**src/sv/json_string_unescaper_top_macros.svh**
```systemverilog
// assertion helpers used by the unescaper output queue
`ifndef JSON_STRING_UNESCAPER_TOP_MACROS_SVH
`define JSON_STRING_UNESCAPER_TOP_MACROS_SVH

// property checked on every clock edge outside reset
`define JSU_ASSERT(lbl, prop, msg) \
  lbl: assert property (@(posedge clk_i) disable iff (!rst_ni) prop) else $error(msg);

// condition this cycle implies consequence in the next cycle
`define JSU_ASSERT_NEXT(lbl, ante, cons, msg) \
  lbl: assert property (@(posedge clk_i) disable iff (!rst_ni) (ante) |=> (cons)) else $error(msg);

`endif

```
**src/sv/jsu_pkg.sv**
```systemverilog
`timescale 1ns / 1ps

package jsu_pkg;

  typedef enum logic [2:0] {
    ST_BYTE   = 3'd0,
    ST_DONE   = 3'd1,
    ST_NOOPEN = 3'd2,
    ST_TRAIL  = 3'd3,
    ST_SHORTU = 3'd4,
    ST_BADHEX = 3'd5,
    ST_UNKESC = 3'd6,
    ST_UNTERM = 3'd7
  } status_e;

  // one result word
  typedef struct packed {
    logic [7:0] out_byte;
    status_e    status;
    logic       last;
  } result_t;

  localparam int unsigned MaxResults = 3;

  // all result words caused by one input word
  typedef struct packed {
    logic [1:0]                   n;
    result_t [MaxResults-1:0]     res;
  } bundle_t;

endpackage

```
**src/sv/jsu_in_if.sv**
```systemverilog
`timescale 1ns / 1ps

interface jsu_in_if;
  logic       valid;
  logic       ready;
  logic [7:0] in_byte;
  logic       end_of_text;

  modport source (output valid, output in_byte, output end_of_text, input ready);
  modport sink (input valid, input in_byte, input end_of_text, output ready);
endinterface

```
**src/sv/jsu_out_if.sv**
```systemverilog
`timescale 1ns / 1ps

interface jsu_out_if;
  logic       valid;
  logic       ready;
  logic [7:0] out_byte;
  logic [2:0] status;
  logic       last;

  modport source (output valid, output out_byte, output status, output last, input ready);
  modport sink (input valid, input out_byte, input status, input last, output ready);
endinterface

```
**src/sv/json_string_unescaper_top.sv**
```systemverilog
`timescale 1ns / 1ps

// JSON string unescaper. Feed a quoted JSON string one byte per word on in_i, starting at the
// opening quote; set end_of_text on a word to mark the end of the text. Decoded bytes leave on
// out_o with status 0, the closing quote gives status 1, and errors give status 2..7; any
// status other than 0 ends the string and the block then expects a new opening quote. The
// simple escapes map to one byte and a \uXXXX escape leaves as one to three UTF-8 bytes, with
// surrogates replaced by U+FFFD; last marks the final word caused by one input word. Input is
// taken at one word per cycle while in_i.ready is high, and results are registered in the output
// queue before they appear on out_o. The four-word output queue drains one word per cycle while
// out_o.ready is high; input is held off only while more than one word would remain in it after
// this cycle's output, so the output port's one word per cycle is what bounds throughput.
module json_string_unescaper_top (
  input  logic clk_i,
  input  logic rst_ni,
  jsu_in_if.sink    in_i,
  jsu_out_if.source out_o
);
  import jsu_pkg::*;

  logic    accept;
  logic    pop;
  logic    room;
  logic    head_valid;
  bundle_t bundle;
  result_t head;

  // input word taken when the queue can hold a full burst
  assign in_i.ready = room;
  assign accept     = in_i.valid & room;
  assign pop        = head_valid & out_o.ready;

  // state machine and utf-8 encoder
  jsu_decoder u_decoder (
    .clk_i         (clk_i),
    .rst_ni        (rst_ni),
    .accept_i      (accept),
    .in_byte_i     (in_i.in_byte),
    .end_of_text_i (in_i.end_of_text),
    .bundle_o      (bundle)
  );

  // result register stage, up to one burst plus one waiting word
  jsu_out_queue u_out_queue (
    .clk_i        (clk_i),
    .rst_ni       (rst_ni),
    .push_i       (accept),
    .bundle_i     (bundle),
    .pop_i        (pop),
    .room_o       (room),
    .head_valid_o (head_valid),
    .head_o       (head)
  );

  assign out_o.valid    = head_valid;
  assign out_o.out_byte = head.out_byte;
  assign out_o.status   = head.status;
  assign out_o.last     = head.last;

endmodule

```
**src/sv/jsu_decoder.sv**
```systemverilog
`timescale 1ns / 1ps

module jsu_decoder (
  input  logic             clk_i,
  input  logic             rst_ni,
  input  logic             accept_i,
  input  logic [7:0]       in_byte_i,
  input  logic             end_of_text_i,
  output jsu_pkg::bundle_t bundle_o
);
  import jsu_pkg::*;

  typedef enum logic [1:0] {
    PH_WAIT = 2'd0,
    PH_STR  = 2'd1,
    PH_ESC  = 2'd2,
    PH_HEX  = 2'd3
  } phase_e;

  localparam logic [7:0] ChQuote  = 8'h22;
  localparam logic [7:0] ChBslash = 8'h5C;
  localparam logic [7:0] ChSlash  = 8'h2F;
  localparam logic [7:0] ChN      = 8'h6E;
  localparam logic [7:0] ChT      = 8'h74;
  localparam logic [7:0] ChR      = 8'h72;
  localparam logic [7:0] ChB      = 8'h62;
  localparam logic [7:0] ChF      = 8'h66;
  localparam logic [7:0] ChU      = 8'h75;

  localparam logic [15:0] SurrLo  = 16'hD800;
  localparam logic [15:0] SurrHi  = 16'hDFFF;
  localparam logic [15:0] Repl    = 16'hFFFD;
  localparam logic [15:0] Lim1    = 16'h0080;
  localparam logic [15:0] Lim2    = 16'h0800;
  localparam logic [7:0]  Lead2   = 8'hC0;
  localparam logic [7:0]  Lead3   = 8'hE0;
  localparam logic [7:0]  Cont    = 8'h80;
  localparam logic [5:0]  ContMsk = 6'h3F;

  // bit 4 set means not a hex digit
  function automatic logic [4:0] hex_val(input logic [7:0] c);
    logic [7:0] t;
    logic [4:0] v;
    t = 8'd0;
    v = 5'h10;
    if (c >= 8'h30 && c <= 8'h39) begin
      t = c - 8'h30;
      v = {1'b0, t[3:0]};
    end else if (c >= 8'h61 && c <= 8'h66) begin
      t = c - 8'h57;
      v = {1'b0, t[3:0]};
    end else if (c >= 8'h41 && c <= 8'h46) begin
      t = c - 8'h37;
      v = {1'b0, t[3:0]};
    end
    return v;
  endfunction

  function automatic result_t mk(input logic [7:0] b, input status_e s, input logic l);
    result_t r;
    r.out_byte = b;
    r.status   = s;
    r.last     = l;
    return r;
  endfunction

  phase_e      phase_q, phase_d;
  logic [1:0]  hex_cnt_q, hex_cnt_d;
  logic [15:0] cp_q, cp_d;

  logic [4:0]  hv;
  logic [15:0] cp_full;
  logic [15:0] cp_enc;
  bundle_t     bun;

  assign hv      = hex_val(in_byte_i);
  assign cp_full = {cp_q[11:0], hv[3:0]};
  assign cp_enc  = (cp_full >= SurrLo && cp_full <= SurrHi) ? Repl : cp_full;

  always_comb begin
    phase_d   = phase_q;
    hex_cnt_d = hex_cnt_q;
    cp_d      = cp_q;
    bun.n     = 2'd0;
    for (int k = 0; k < MaxResults; k++) begin
      bun.res[k] = mk(8'h00, ST_BYTE, 1'b0);
    end

    unique case (phase_q)
      PH_WAIT: begin
        if (!end_of_text_i && in_byte_i == ChQuote) begin
          phase_d = PH_STR;
        end else begin
          bun.n      = 2'd1;
          bun.res[0] = mk(8'h00, ST_NOOPEN, 1'b1);
        end
      end
      PH_STR: begin
        priority if (end_of_text_i) begin
          bun.n      = 2'd1;
          bun.res[0] = mk(8'h00, ST_UNTERM, 1'b1);
          phase_d    = PH_WAIT;
        end else if (in_byte_i == ChQuote) begin
          bun.n      = 2'd1;
          bun.res[0] = mk(8'h00, ST_DONE, 1'b1);
          phase_d    = PH_WAIT;
        end else if (in_byte_i == ChBslash) begin
          phase_d = PH_ESC;
        end else begin
          bun.n      = 2'd1;
          bun.res[0] = mk(in_byte_i, ST_BYTE, 1'b1);
        end
      end
      PH_ESC: begin
        bun.n   = 2'd1;
        phase_d = PH_STR;
        if (end_of_text_i) begin
          bun.res[0] = mk(8'h00, ST_TRAIL, 1'b1);
          phase_d    = PH_WAIT;
        end else begin
          unique case (in_byte_i)
            ChQuote:  bun.res[0] = mk(ChQuote, ST_BYTE, 1'b1);
            ChBslash: bun.res[0] = mk(ChBslash, ST_BYTE, 1'b1);
            ChSlash:  bun.res[0] = mk(ChSlash, ST_BYTE, 1'b1);
            ChN:      bun.res[0] = mk(8'h0A, ST_BYTE, 1'b1);
            ChT:      bun.res[0] = mk(8'h09, ST_BYTE, 1'b1);
            ChR:      bun.res[0] = mk(8'h0D, ST_BYTE, 1'b1);
            ChB:      bun.res[0] = mk(8'h08, ST_BYTE, 1'b1);
            ChF:      bun.res[0] = mk(8'h0C, ST_BYTE, 1'b1);
            ChU: begin
              bun.n     = 2'd0;
              phase_d   = PH_HEX;
              hex_cnt_d = 2'd0;
              cp_d      = 16'h0000;
            end
            default: begin
              bun.res[0] = mk(8'h00, ST_UNKESC, 1'b1);
              phase_d    = PH_WAIT;
            end
          endcase
        end
      end
      PH_HEX: begin
        priority if (end_of_text_i) begin
          bun.n      = 2'd1;
          bun.res[0] = mk(8'h00, ST_SHORTU, 1'b1);
          phase_d    = PH_WAIT;
        end else if (hv[4]) begin
          bun.n      = 2'd1;
          bun.res[0] = mk(8'h00, ST_BADHEX, 1'b1);
          phase_d    = PH_WAIT;
        end else if (hex_cnt_q == 2'd3) begin
          phase_d   = PH_STR;
          hex_cnt_d = 2'd0;
          cp_d      = 16'h0000;
          // utf-8 encode, one to three words
          priority if (cp_enc < Lim1) begin
            bun.n      = 2'd1;
            bun.res[0] = mk(cp_enc[7:0], ST_BYTE, 1'b1);
          end else if (cp_enc < Lim2) begin
            bun.n      = 2'd2;
            bun.res[0] = mk(Lead2 | {3'b000, cp_enc[10:6]}, ST_BYTE, 1'b0);
            bun.res[1] = mk(Cont | {2'b00, cp_enc[5:0] & ContMsk}, ST_BYTE, 1'b1);
          end else begin
            bun.n      = 2'd3;
            bun.res[0] = mk(Lead3 | {4'b0000, cp_enc[15:12]}, ST_BYTE, 1'b0);
            bun.res[1] = mk(Cont | {2'b00, cp_enc[11:6]}, ST_BYTE, 1'b0);
            bun.res[2] = mk(Cont | {2'b00, cp_enc[5:0] & ContMsk}, ST_BYTE, 1'b1);
          end
        end else begin
          cp_d      = cp_full;
          hex_cnt_d = hex_cnt_q + 2'd1;
        end
      end
      default: begin
        phase_d = PH_WAIT;
      end
    endcase

    // any finishing status returns to the reset state
    if (phase_d == PH_WAIT) begin
      hex_cnt_d = 2'd0;
      cp_d      = 16'h0000;
    end
  end

  assign bundle_o = bun;

  always_ff @(posedge clk_i or negedge rst_ni) begin
    if (!rst_ni) begin
      phase_q   <= PH_WAIT;
      hex_cnt_q <= 2'd0;
      cp_q      <= 16'h0000;
    end else if (accept_i) begin
      phase_q   <= phase_d;
      hex_cnt_q <= hex_cnt_d;
      cp_q      <= cp_d;
    end
  end

endmodule

```
**src/sv/jsu_out_queue.sv**
```systemverilog
`timescale 1ns / 1ps
`include "json_string_unescaper_top_macros.svh"

module jsu_out_queue (
  input  logic             clk_i,
  input  logic             rst_ni,
  input  logic             push_i,
  input  jsu_pkg::bundle_t bundle_i,
  input  logic             pop_i,
  output logic             room_o,
  output logic             head_valid_o,
  output jsu_pkg::result_t head_o
);
  import jsu_pkg::*;

  localparam int unsigned Depth = MaxResults + 1;

  result_t    slots_q [Depth];
  result_t    slots_d [Depth];
  logic [2:0] cnt_q, cnt_d;
  logic [2:0] base;
  logic [2:0] off [Depth];

  // words left once this cycle's pop is done
  assign base         = cnt_q - {2'b00, pop_i};
  assign room_o       = (base <= 3'd1);
  assign head_valid_o = (cnt_q != 3'd0);
  assign head_o       = slots_q[0];

  always_comb begin
    for (int i = 0; i < Depth; i++) begin
      off[i] = 3'(i) - base;
      if (pop_i && i < Depth - 1) begin
        slots_d[i] = slots_q[i+1];
      end else begin
        slots_d[i] = slots_q[i];
      end
      // new burst lands right behind what remains
      if (push_i && off[i] < {1'b0, bundle_i.n}) begin
        slots_d[i] = bundle_i.res[off[i][1:0]];
      end
    end
    cnt_d = push_i ? base + {1'b0, bundle_i.n} : base;
  end

  always_ff @(posedge clk_i or negedge rst_ni) begin
    if (!rst_ni) begin
      cnt_q <= 3'd0;
    end else begin
      cnt_q <= cnt_d;
    end
  end

  always_ff @(posedge clk_i) begin
    for (int i = 0; i < Depth; i++) begin
      slots_q[i] <= slots_d[i];
    end
  end

  `JSU_ASSERT(a_cnt_max, cnt_q <= 3'd4, "queue fill beyond depth")
  `JSU_ASSERT(a_no_overflow, push_i |-> ((base + {1'b0, bundle_i.n}) <= 3'd4), "burst overflows queue")
  `JSU_ASSERT(a_burst_whole, (cnt_q != 3'd0 && !slots_q[0].last) |-> (cnt_q >= 3'd2), "burst split")
  `JSU_ASSERT_NEXT(a_burst_cont, pop_i && !slots_q[0].last, cnt_q != 3'd0, "burst tail missing")

endmodule
```
**src/flat_wrapper.sv**
```systemverilog
// flat-port wrapper written by rule: the top's interface ports become plain ports
module json_string_unescaper_top_flat import jsu_pkg::*;
  (clk_i, rst_ni, in_i_valid, in_i_in_byte, in_i_end_of_text, in_i_ready, out_o_valid, out_o_out_byte, out_o_status, out_o_last, out_o_ready);
  jsu_in_if in_i_i ();
  jsu_out_if out_o_i ();
  input  logic clk_i;
  input  logic rst_ni;
  input wire logic [$bits(in_i_i.valid)-1:0] in_i_valid;
  input wire logic [$bits(in_i_i.in_byte)-1:0] in_i_in_byte;
  input wire logic [$bits(in_i_i.end_of_text)-1:0] in_i_end_of_text;
  output wire logic [$bits(in_i_i.ready)-1:0] in_i_ready;
  output wire logic [$bits(out_o_i.valid)-1:0] out_o_valid;
  output wire logic [$bits(out_o_i.out_byte)-1:0] out_o_out_byte;
  output wire logic [$bits(out_o_i.status)-1:0] out_o_status;
  output wire logic [$bits(out_o_i.last)-1:0] out_o_last;
  input wire logic [$bits(out_o_i.ready)-1:0] out_o_ready;
  assign in_i_i.valid = in_i_valid;
  assign in_i_i.in_byte = in_i_in_byte;
  assign in_i_i.end_of_text = in_i_end_of_text;
  assign in_i_ready = in_i_i.ready;
  assign out_o_valid = out_o_i.valid;
  assign out_o_out_byte = out_o_i.out_byte;
  assign out_o_status = out_o_i.status;
  assign out_o_last = out_o_i.last;
  assign out_o_i.ready = out_o_ready;
  json_string_unescaper_top u_core (.clk_i(clk_i), .rst_ni(rst_ni), .in_i(in_i_i), .out_o(out_o_i));
endmodule
```
**config.mk**
```make
export PLATFORM = sky130hd
export DESIGN_NAME = json_string_unescaper_top_flat
export DESIGN_NICKNAME = d
export VERILOG_FILES = /design/src/sv/jsu_pkg.sv /design/src/sv/jsu_in_if.sv /design/src/sv/jsu_out_if.sv /design/src/sv/json_string_unescaper_top.sv /design/src/sv/jsu_decoder.sv /design/src/sv/jsu_out_queue.sv /design/src/flat_wrapper.sv
export VERILOG_INCLUDE_DIRS = /design/src /design/src/sv
export SDC_FILE = /design/constraint.sdc
export NUM_CORES = 1
export LEC_CHECK = 0
export BUFFER_PORTS_ARGS = -buffer_cell sky130_fd_sc_hd__buf_2
export CORE_MARGIN = 5
export CORE_UTILIZATION = 41
export CTS_CLUSTER_DIAMETER = 50
export CTS_CLUSTER_SIZE = 10
export DETAILED_ROUTE_END_ITERATION = 7
export GPL_ROUTABILITY_DRIVEN = 0
export MAX_ROUTING_LAYER = met4
export PLACE_DENSITY_LB_ADDON = 0.2
export SKIP_CTS_REPAIR_TIMING = 1
export SLEW_MARGIN = 30
export SYNTH_ARGS = -nofsm -noshare
export SYNTH_HDL_FRONTEND = slang
export SYNTH_SLANG_ARGS = --single-unit
```
**constraint.sdc**
```tcl
create_clock -name clk_i -period 10.79 [get_ports clk_i]
set_input_delay 1.079 -clock clk_i [delete_from_list [all_inputs] [get_ports clk_i]]
set_output_delay 1.079 -clock clk_i [all_outputs]
set_load 0.02 [all_outputs]
```
==> reports/summary.md, run 1 <==
The flow ran to the end, and the final reports show no timing, DRC or antenna violations. The logs give 0 for the antenna cell count and 2826 um^2 for the area of combinational cells with multiple inputs. The net count of the mapped netlist came out at 595. The mux contribution to synthesized area works out to 1.950%. Based on the critical path, the design can be clocked at up to 183.3 MHz. For this configuration, the core starts out at a cell density of 41.47%. The analysis attributes to cell leakage a power of 0.002079 uW. Of the total power, the share spent switching nets is 43.05%.

For this design the top-level I/O count stands at 27. Summing over every cut layer, the via total after detailed routing is 4599. Top cell type's share of synthesized area: 29.18%.

The standard cell core area is 11910 um^2, and the post-CTS clock slew at the launch and capture registers of the worst setup and hold paths is 0.06 ns. Counting flops and latches in the post-synthesis netlist gives 67. The quantity of I/O buffers inserted on ports is 26, and the initial antenna violation count is 0. The total power divided by cell area was 268.4 nW/um^2. After synthesis, the netlist uses 78 different library cells. Per report_power, the combinational group accounts for 50.1% of the total.

Max-capacitance violation count: 0. The cell area that synthesis handed to floorplanning was 4940 um^2. After detailed routing, the number of vias per cell comes to 6.379. Slowest cell on the critical path: ha_1. For the reported net switching power, the log shows 638.2 uW. The tools report the startpoint class of the critical path as a primary input. The later pin in the worst-skew pair is clocked with a latency of 0.33 ns.

The run gives 844.3 uW as the cell-internal power. The first global-routing pass estimated 23.52 mm of wire. The synthesized netlist devotes 5.724% of its cell area to adder and majority cells. The clock net in this run drives a total of 67 sinks. The largest family of logic cells by synthesized area is compound AO/OA/AOI/OAI gates.

Measured against its own limit, the worst slew margin works out to 35.42%. Leading cell type in the layout, fill and taps excluded: nand2_1. The max-slew violation count was 0. After Yosys synthesis, and, or, nand and nor cells account for 19.86% of the synthesized area. The tools report the post-route DRC violation count as 0.

The top cell types in the final layout, fill and taps aside, are nand2_1, nor2_1, edfxtp_1. For this run, the leading register cell type out of synthesis is edfxtp_1. The post-layout minimum cycle time was 5.456 ns; the total negative slack for setup checks was 0 ns. STA classifies the critical path endpoint as a flip-flop.

The most common cell type on the critical path was ha_1. The number of CTS-inserted buffers came out at 9. Setup violations remaining at the end of the flow were counted as 0. At the pin with the least slew margin, the transition time is 0.9565 ns. Clock tree synthesis selected as its root buffer the cell clkbuf_16. The worst path uses 50.56% of the clock period. Relative to the synthesized area, the layout overhead comes to 11.83%. The average instance area after synthesis came out at 8.821 um^2. Detailed placement ended at an HPWL of 10.69 mm. On the final layout, the worst clock skew is 0.009601 ns. The floorplan has 40 rows. Clock power share: 22.0%. TritonCTS built the clock tree. Setup repair after global routing left no endpoint under its margin.

For the area of the die, the log shows 14340 um^2. Number of endpoints with negative hold slack in the final report: 0. The worst endpoint required time was 10.76 ns. The post-route netlist has 12.02% of its cells at a drive strength greater than 1. In the synthesized netlist the async set-or-reset flop fraction comes to 28.36%. In the final design database the tool counted 605 nets. The horizontal extent of the die was 119.8 um.

Global routing finished with a remaining overflow of 0. Measured in cells, the most critical reg-to-reg path has a length of 12. The worst voltage drop across the vdd grid came out at 0.1109 mV. The critical path goes through buf_2, nand2_1, inv_1, ha_1, ha_1, inv_1, ha_1, inv_1, ha_1, nor2b_1, or4_1, nand2_1.

Entering global routing, the biggest net connects 33 pins. The final layout contains routed wiring with a total length of 14.34 mm. For the post-route worst hold slack, the log shows 0.5283 ns. The area used by sequential logic in the layout is 1917 um^2, and the die outline height is 119.8 um.

In this run, the number of DRC markers left after iteration 0 of detailed routing was 407. After detailed routing, the average wire length per cell comes to 19.89 um. In this run the worst hold path is classified as flip-flop to flip-flop. In this run, synthesis inferred 48 flip-flops with an integrated enable. Global routing consumed, over all layers together, 20.99% of the routing resources. The first detailed-routing pass ran for 5 iterations. The via count of the first global-routing pass is 4354.

Of the total synthesized cell area, the portion taken by XOR and XNOR cells is 0.8865%. The top fanout value on the critical path came out at 23. Summing the sequential cell areas from Yosys gives 38.80% of the chip area. The number of antenna-violating nets in the routed design was 0. The tools report the gate count after technology mapping as 560.

The delay contributed by the slowest stage of the critical path was 0.78 ns; the data arrival time of the critical path was 5.42 ns. The critical path class is primary input to flip-flop. The sequential group share of total power was 27.9%; the warning count from the yosys run was 0.

Along the worst hold path, the cell count comes to 2. The layout has 1160 filler cells. The number of H-tree levels is 3. The largest total area in the synthesized netlist belongs to edfxtp_1. The synthesized netlist devotes 28.22% of its cell area to compound gates.

In the post-synthesis netlist, the biggest area contributors are edfxtp_1, dfrtp_1, ha_1. No sink is reached through more buffers than the 2 on the longest clock path.
-- power by group through the flow --
stage               combinational, uW  sequential [uW]  clock [uW]
finish                            743              413         326
global route                      820              419         346
CTS                               733              413         333
detailed placement                728              417           0
global placement                  708              415           0
floorplan                         513              437           0
-- state kept, by name (all words and copies together), names as in the netlist --
signal                      flops
u_core.u_decoder.cp_q          12
u_core.u_decoder.hex_cnt_q      2
u_core.u_decoder.phase_q        2
u_core.u_out_queue.cnt_q        3
u_core.u_out_queue.slots_q     48
-- layout make-up --
class                      count  area share (%)
sequential                    67           34.70
clock buffer                  10           4.145
timing repair buffer          32           3.171
multi-input combinational    436           51.17
tap                          147           3.330
inverter                      24           1.631
clock inverter                 5           1.857
-- final timing paths --
check                                                  from                               end  slack [ns]
max reg2reg                     u_core.u_out_queue.cnt_q[2]  u_core.u_out_queue.slots_q[2][4]        5.38
min reg2reg                u_core.u_out_queue.slots_q[3][1]  u_core.u_out_queue.slots_q[2][1]        0.53
max in group asynchronous                            rst_ni          u_core.u_decoder.cp_q[8]        9.76
max                                             out_o_ready  u_core.u_out_queue.slots_q[2][4]        5.33
min                        u_core.u_out_queue.slots_q[3][1]  u_core.u_out_queue.slots_q[2][1]        0.53
min in group asynchronous                            rst_ni       u_core.u_decoder.phase_q[0]        0.70
-- logic make-up after synthesis --
group,after synthesis
mux,9
xor+xnor,5
flops,67
buf+inv,57
compound gates,199
simple gates,201
fa+ha+maj,22
-- through the flow --
stage          total power (uW)  utilization [%]  std cells  instance area, um^2  worst slack, ns
2_1_floorplan             949.3                -        560                 4940            5.927
3_3_place_gp               1123            43.46        706                 5176            5.197
3_5_place_dp               1145            43.59        706                 5192            5.061
4_1_cts                    1478            46.38        721                 5524            5.392
5_1_grt                    1585            46.38        721                 5524            4.974
6_report                   1482            46.38        721                 5524            5.334
-- cells in the mapped netlist (all sizes together), types with 5 or more instances --
library cell  instances
nand2                61
nor2                 56
edfxtp               48
o21ai                46
a21oi                36
clkbuf               27
inv                  24
a22o                 22
a31oi                22
ha                   21
dfrtp                19
nand3                16
nor3                 13
o211ai                9
o22ai                 9
nor2b                 8
nor4                  8
a221oi                7
a211oi                6
buf                   6
nand4                 6
a22oi                 5
a311oi                5
mux2                  5
nand2b                5
-- critical path, delay by kind of cell --
kind / cells / cell delay [ns]
adders and majority gates: 4 / 2.03
and+or+nand+nor: 4 / 1.32
buffers and inverters: 4 / 0.97
-- routing by layer --
metal / GRT usage (%) / up-vias / share of wire [%] / wire length (um)
met5: - / - / 0 / 0
met4: 6.084 / 0 / 2.0 / 289
met3: 4.430 / 18 / 7.3 / 1050
met2: 31.57 / 206 / 45 / 6472
met1: 28.75 / 2207 / 46 / 6530
li1: - / 2168 / - / -
Power figures use the tool's default switching activity.
==> inputs of run 2 (changes only) <==
clock period = 5.6 ns   (was 10.79 ns; I/O delays follow)
==> run 2 against run 1 <==
Cell count grew 0.69%. Largest cell class unchanged. Setup slack lost 4.3 ns. Routed wire length grew 1.1%. Clock power grew 71%. Die area is the same. Cell area shrank 0.23%. Combinational power grew 95%. Flip-flop and latch count is the same. Critical endpoint is now u_core.u_out_queue.slots_q[2][6]. Power grew 89%. First-iteration DRC count shrank 2.2%. Clock-buffer cell count shrank 1. Highest routed layer unchanged. Register-to-register slack lost 4.4 ns.
==> reports/summary.md, run 2 (synthesis gave the netlist of run 1 again) <==
The die outline height came out at 119.8 um. CTS placed an instance of clkbuf_16 at the clock tree root. The flip-flop count of the largest register, all copies and words added works out to 48.

Dividing total power by cell area gives a power density of 508.9 nW/um^2. The tools report the post-route non-filler standard cell count as 726. The worst hold path belongs to the class primary input to async pin.

The logs give 5.57 ns for the worst endpoint required time and 41.80% for the remaining max-slew budget at the tightest pin. The I/O pin count was 27; the standard cell core area was 11910 um^2. The tools report the max-slew violation count as 0. With fillers left out, the area of the finished cells amounts to 5512 um^2. The quantity of I/O buffers inserted on ports was 26; the fraction of final layout cells sized beyond drive strength 1 was 12.78%. The tools report the number of filler instances in the final layout as 1181. In the finished design, the share of the clock period the worst path needs comes to 82.31%. Summed over all cells, the static leakage comes to 0.002078 uW. The logs give 0 for the initial antenna violation count and 32 for the maximum number of pins on one net before global-route repair. In the layout the commonest cells are nand2_1, nor2_1, edfxtp_1. Before CTS, the worst setup slack after placement is 1.023 ns. Once placement completed, the tool counted placed cells totaling 710.

Traced cell by cell, the critical path runs through or3_1, nand2_1, inv_1, ha_1, ha_1, buf_4, inv_1, ha_1, inv_1, ha_1, nor2b_1, or4_1, nand2_1. The horizontal extent of the die is 119.8 um. For the number of endpoints with negative hold slack in the final report, the log shows 0.

The first detailed-routing pass took 5 iterations. The worst-case clock skew is 0.01055 ns, and the number of antenna-violating nets in the routed design is 0. The max-capacitance violation count came out at 0. The worst setup path is captured at a flip-flop. The slew at the pin closest to its max-slew limit was 0.8703 ns; the number of clock sinks was 67. The tools report the overall via count from detail_route as 4621.

The first global-routing pass estimated 23.09 mm of wire. For the number of H-tree levels, the log shows 3. The run gives 0 as the post-route DRC violation count.

Area of the die: 14340 um^2. The flow ran to the end, and the final reports show no timing, DRC or antenna violations. Together, buffers and inverters on the worst path number 4.

The initial utilization of the core area, before any placement, comes to 41.47%. The mean routed wirelength per cell was 19.97 um. The run gives 398 as the violation count after the first detailed-routing iteration. The tools report the via count of the first global-routing pass as 4204. Critical path class: flip-flop to flip-flop. The tools report the startpoint class of the critical path as a flip-flop. Post-CTS clock slew at the launch and capture registers of the worst setup and hold paths: 0.06 ns. The final net count is 609. Dividing the detail-routed via count by the number of cells gives 6.365. For the number of failing setup endpoints in the final timing report, the log shows 0. The slowest stage of the critical path is the or4_1 cell.

Counting along the longest clock path gives a buffer depth of 2. Most common cell type on the critical path: ha_1. In this run the core area contains 40 standard-cell rows. The run gives 0.1915 mV as the worst voltage drop across the vdd grid.

Summing all placed instances gives a cell area of 5220 um^2. The worst path in the final design needs a cycle of 4.610 ns, including I/O delays and setup. The number of antenna diodes in the final layout is 0. From synthesis to final layout, the design area changed by 11.58%.

The register with the most flip-flops in the final layout is u_core.u_out_queue.slots_q. TritonCTS built the clock tree. Among cell families on the critical path, the largest total delay comes from simple AND/OR/NAND/NOR gates.

In the global route stage, overall resource usage came out at 20.76%. For this run, the slowest stage of the critical path takes 0.60 ns. Wires add up to 14.50 mm. Counting the buffers created by CTS gives 9. Once detailed placement completed, the half-perimeter wirelength came to 10.80 mm.

The leading cell type in the layout, fill and taps excluded is nand2_1. The largest registers in the layout are u_core.u_out_queue.slots_q (48), u_core.u_decoder.cp_q (12), u_core.u_out_queue.cnt_q (3). The tools report the data arrival time of the critical path as 4.58 ns. At the later pin of the worst-skew pair, clock insertion delay measures 0.34 ns. Setup repair after global routing left no endpoint under its margin.

Setup total negative slack on the finished layout was measured at 0 ns. The run gives 216.9 MHz as the highest clock rate. In this run the worst path has a maximum fanout of 23. For this run the aggregate overflow at the end of global routing stands at 0.

After layout, the worst setup slack is 0.9904 ns.
-- run 2: layout make-up --
cell class              instances  area [um^2]  share of cell area (%)
multi-input cells             436         2824                   51.24
flip-flops and latches         67         1917                   34.78
repair buffers                 36        205.2                   3.723
clock inverters                 7        66.31                   1.203
well taps                     147        183.9                   3.337
clock buffers                   9        225.2                   4.086
inverters                      24        90.09                   1.635
-- run 2: routing by layer --
| layer | track usage, % | vias up | part of all wire (%) |
|---|---|---|---|
| met5 | - | - | 0 |
| met4 | 6.299 | 0 | 2.5 |
| met3 | 3.817 | 33 | 7.1 |
| met2 | 30.83 | 228 | 45 |
| met1 | 28.99 | 2192 | 45 |
| li1 | - | 2168 | - |
-- run 2: metrics by stage --
stage	power [uW]	util, %	hold slack [ns]
CTS	2791	46.27	0.1893
floorplan	1829	-	0.2644
detailed placement	2229	43.82	0.5188
global route	3000	46.27	0.2089
finish	2805	46.27	0.1825
global placement	2189	43.71	0.5086
-- run 2: path summary, 6_finish.rpt --
kind | startpoint | end | slack, ns | cells past startpoint
min in group clk_i | u_core.u_out_queue.slots_q[2][3] | u_core.u_out_queue.slots_q[1][3] | 0.53 | 2
max in group asynchronous | rst_ni | u_core.u_decoder.cp_q[0] | 5.08 | 1
hold reg to reg | u_core.u_out_queue.slots_q[2][3] | u_core.u_out_queue.slots_q[1][3] | 0.53 | 2
setup / recovery | u_core.u_out_queue.cnt_q[2] | u_core.u_out_queue.slots_q[2][6] | 0.99 | 13
hold / removal | rst_ni | u_core.u_decoder.cp_q[1] | 0.18 | 1
setup reg to reg | u_core.u_out_queue.cnt_q[2] | u_core.u_out_queue.slots_q[2][6] | 0.99 | 13
-- run 2: power by group --
part | switching, uW | leakage (uW) | internal, uW
Combinational | 981 | 0.00122 | 471
Clock | 214 | 0.000139 | 343
Sequential | 52.4 | 0.000719 | 743
==> inputs of run 3 (changes only) <==
clock period = 3.7 ns   (was 5.6 ns; I/O delays follow)
==> run 3 against run 2 <==
The flow now finishes with violations (negative hold slack). Power is 61% higher. Sequential share of layout area decreased by 2.2 points. Setup slack lost 0.73 ns. Clock power is 40% higher. Register-to-register slack worse by 0.73 ns. Via count is 5.9% higher. Non-clock buffer count increased by 43. Critical path depth is the same. Clock skew rose by 0.00057 ns. Sequential power up 51%.
==> reports/summary.md, run 3 (synthesis gave the netlist of run 1 again) <==
Clock skew on the completed layout was measured at 0.01112 ns. Data on the critical path arrives at its endpoint at 3.51 ns. The remaining max-slew budget at the tightest pin was 53.54%. The largest buffer count on any clock path was 2. The repair_antennas step left the layout with diodes totalling 0.

The worst path in the final design needs a cycle of 3.442 ns, including I/O delays and setup. The maximum number of pins on one net before global-route repair was 25; the first-pass iteration count of the detailed router was 6. The clock net in this run drives a total of 67 sinks. The run finished, with violations left. Leaving out fill and tap cells, the most frequent cell in the layout is nand2_1. Of the cells placed in the final design, the portion with a size suffix greater than 1 is 20.10%. The core region is 11910 um^2. The max-slew violation count was 0. For the global-route usage over all layers, the log shows 22.38%. Once detailed placement completed, the half-perimeter wirelength came to 11.30 mm. For this configuration, the core starts out at a cell density of 41.47%. From synthesis to final layout, the design area changed by 19.17%.

The endpoint identified for the worst register-to-register timing path is u_core.u_out_queue.slots_q[2][8]. The final net count came out at 652. The tools report the number of H-tree levels as 3. The horizontal extent of the die was 119.8 um.

After detailed routing, the number of remaining DRC violations is 0. The flip-flop count of the largest register, all copies and words added came out at 48. Leaving out fill and tap cells, the most frequent cells in the layout are nand2_1, nor2_1, buf_4. The final reports fail on negative hold slack. At the end of the flow the core is filled with cells to 49.42%. The slowest cell on the critical path was or4_4. The tools report the number of filler instances in the final layout as 1144. In the final routed layout, each cell accounts on average for 19.61 um.

The quantity of I/O buffers inserted on ports is 26. Register containing the most flip-flops in the final layout: u_core.u_out_queue.slots_q. Initial antenna violation count: 0.

The first routing iteration left 507 violations. Measured in cells, the most critical reg-to-reg path has a length of 13. For the pin with the worst max-slew slack, the measured transition is 0.6911 ns. The post-CTS clock slew at the launch and capture registers of the worst setup and hold paths was 0.07 ns. TritonCTS built the clock tree.

The floorplan step set the die height to 119.8 um. Clock tree synthesis selected as its root buffer the cell clkbuf_16. The setup check on the worst reg-to-reg path leaves a slack of 0.26 ns.

Walking the worst path, the cells encountered are or3_4, nand2_4, inv_1, ha_4, ha_4, inv_1, ha_4, inv_1, ha_1, nor2b_1, or4_4, a311oi_1, o21ai_0. For the area of the die, the log shows 14340 um^2. The final layout contains routed wiring with a total length of 15.08 mm. Total power divided by cell area: 768.0 nW/um^2. Dividing the final minimum period by the clock period gives 93.02%. The delay contributed by the slowest stage of the critical path came out at 0.54 ns.

TritonCTS created 9 clock buffers. The tools report the number of failing setup endpoints in the final timing report as 0. The tool flagged a number of max-cap violations equal to 0. The number of vias per cell came out at 6.363. The clock reaches the later pin of the worst-skew pair after 0.33 ns.

The post-route worst hold slack is -0.007876 ns. For this design the static power due to leakage is 0.002277 uW. The worst endpoint required time was 3.77 ns. The worst setup path is of the flip-flop to flip-flop kind.

The worst register-to-register path begins at u_core.u_out_queue.cnt_q[0]. Static timing analysis puts the maximum clock frequency at 290.6 MHz. Top fanout value on the critical path: 12. The number of endpoints with negative hold slack in the final report was 15. In the final layout, the registers with the most flip-flops are u_core.u_out_queue.slots_q (48), u_core.u_decoder.cp_q (12), u_core.u_out_queue.cnt_q (3). The floorplan has 40 rows. 27 I/O pins were placed.

The via count of the first global-routing pass came out at 4721. The total overflow left after global routing is 0. The detail route stage leaves a number of antenna-violating nets equal to 0.

STA classifies the critical path startpoint as a flip-flop. In the final timing run, aggregate negative setup slack is 0 ns. Setup repair after global routing left no endpoint under its margin.

The worst hold path class was primary input to async pin. The wire length of the first global-routing pass is 25.05 mm, and the worst voltage drop across the vdd grid is 0.3615 mV. The kind of capture point of the worst setup path was a flip-flop. For this block, the via count after detailed routing is 4893.
[run 3: area by class of cell]
cell class / count / area, um^2 / area share (%)
Timing Repair Buffer: 79 / 528.0 / 8.969
Tap cell: 147 / 183.9 / 3.124
Multi-Input combinational cell: 436 / 2898 / 49.22
Clock buffer: 9 / 225.2 / 3.826
Sequential cell: 67 / 1917 / 32.56
Inverter: 24 / 90.09 / 1.530
Clock inverter: 7 / 45.04 / 0.7651
[run 3: worst max path at each step]
stage                                                   to                   startpoint  depth (start not counted)
after floorplan           u_core.u_out_queue.slots_q[2][2]  u_core.u_out_queue.cnt_q[0]                         15
after global placement    u_core.u_out_queue.slots_q[0][8]              in_i_in_byte[1]                         16
after detailed placement  u_core.u_out_queue.slots_q[1][6]              in_i_in_byte[1]                         15
after CTS                 u_core.u_out_queue.slots_q[0][8]  u_core.u_out_queue.cnt_q[0]                         14
after global routing      u_core.u_out_queue.slots_q[1][4]              in_i_in_byte[1]                         15
final                     u_core.u_out_queue.slots_q[2][8]  u_core.u_out_queue.cnt_q[0]                         13
[run 3: critical path: cells and delay by family, from the launching register on]
family | cells | cell delay [ns]
DFF | 1 | 0.38
and+or+nand+nor | 4 | 1.21
adders and majority gates | 4 | 1.00
AOI/OAI and AO/OA | 2 | 0.36
buffers and inverters | 3 | 0.22
[run 3: power by group]
group          internal, uW  switching [uW]
Sequential             1120            76.8
Combinational           899            1640
Clock                   449             330
[run 3: metal layers]
layer / global-route usage, % / wire length, um / vias to the layer above / share of wire [%]
li1: - / - / 2268 / -
met1: 30.27 / 6595 / 2333 / 44
met2: 34.11 / 7010 / 254 / 46
met3: 3.016 / 931 / 38 / 6.2
met4: 9.091 / 544 / 0 / 3.6
met5: - / 0 / - / 0
[run 3: per-stage QoR]
| step | worst slack [ns] | hold WS, ns | power [uW] | instance area, um^2 | std cells |
|---|---|---|---|---|---|
| finish | 0.2583 | -0.007876 | 4521 | 5887 | 769 |
| global route | 0.09051 | 0.02301 | 4839 | 5887 | 769 |
| CTS | 0.2023 | -0.01234 | 4500 | 5857 | 765 |
| detailed placement | 0.002169 | 0.3487 | 3700 | 5587 | 749 |
| global placement | -0.07294 | 0.3408 | 3634 | 5578 | 749 |
| floorplan | 0.01680 | 0.07441 | 2949 | 5060 | 560 |
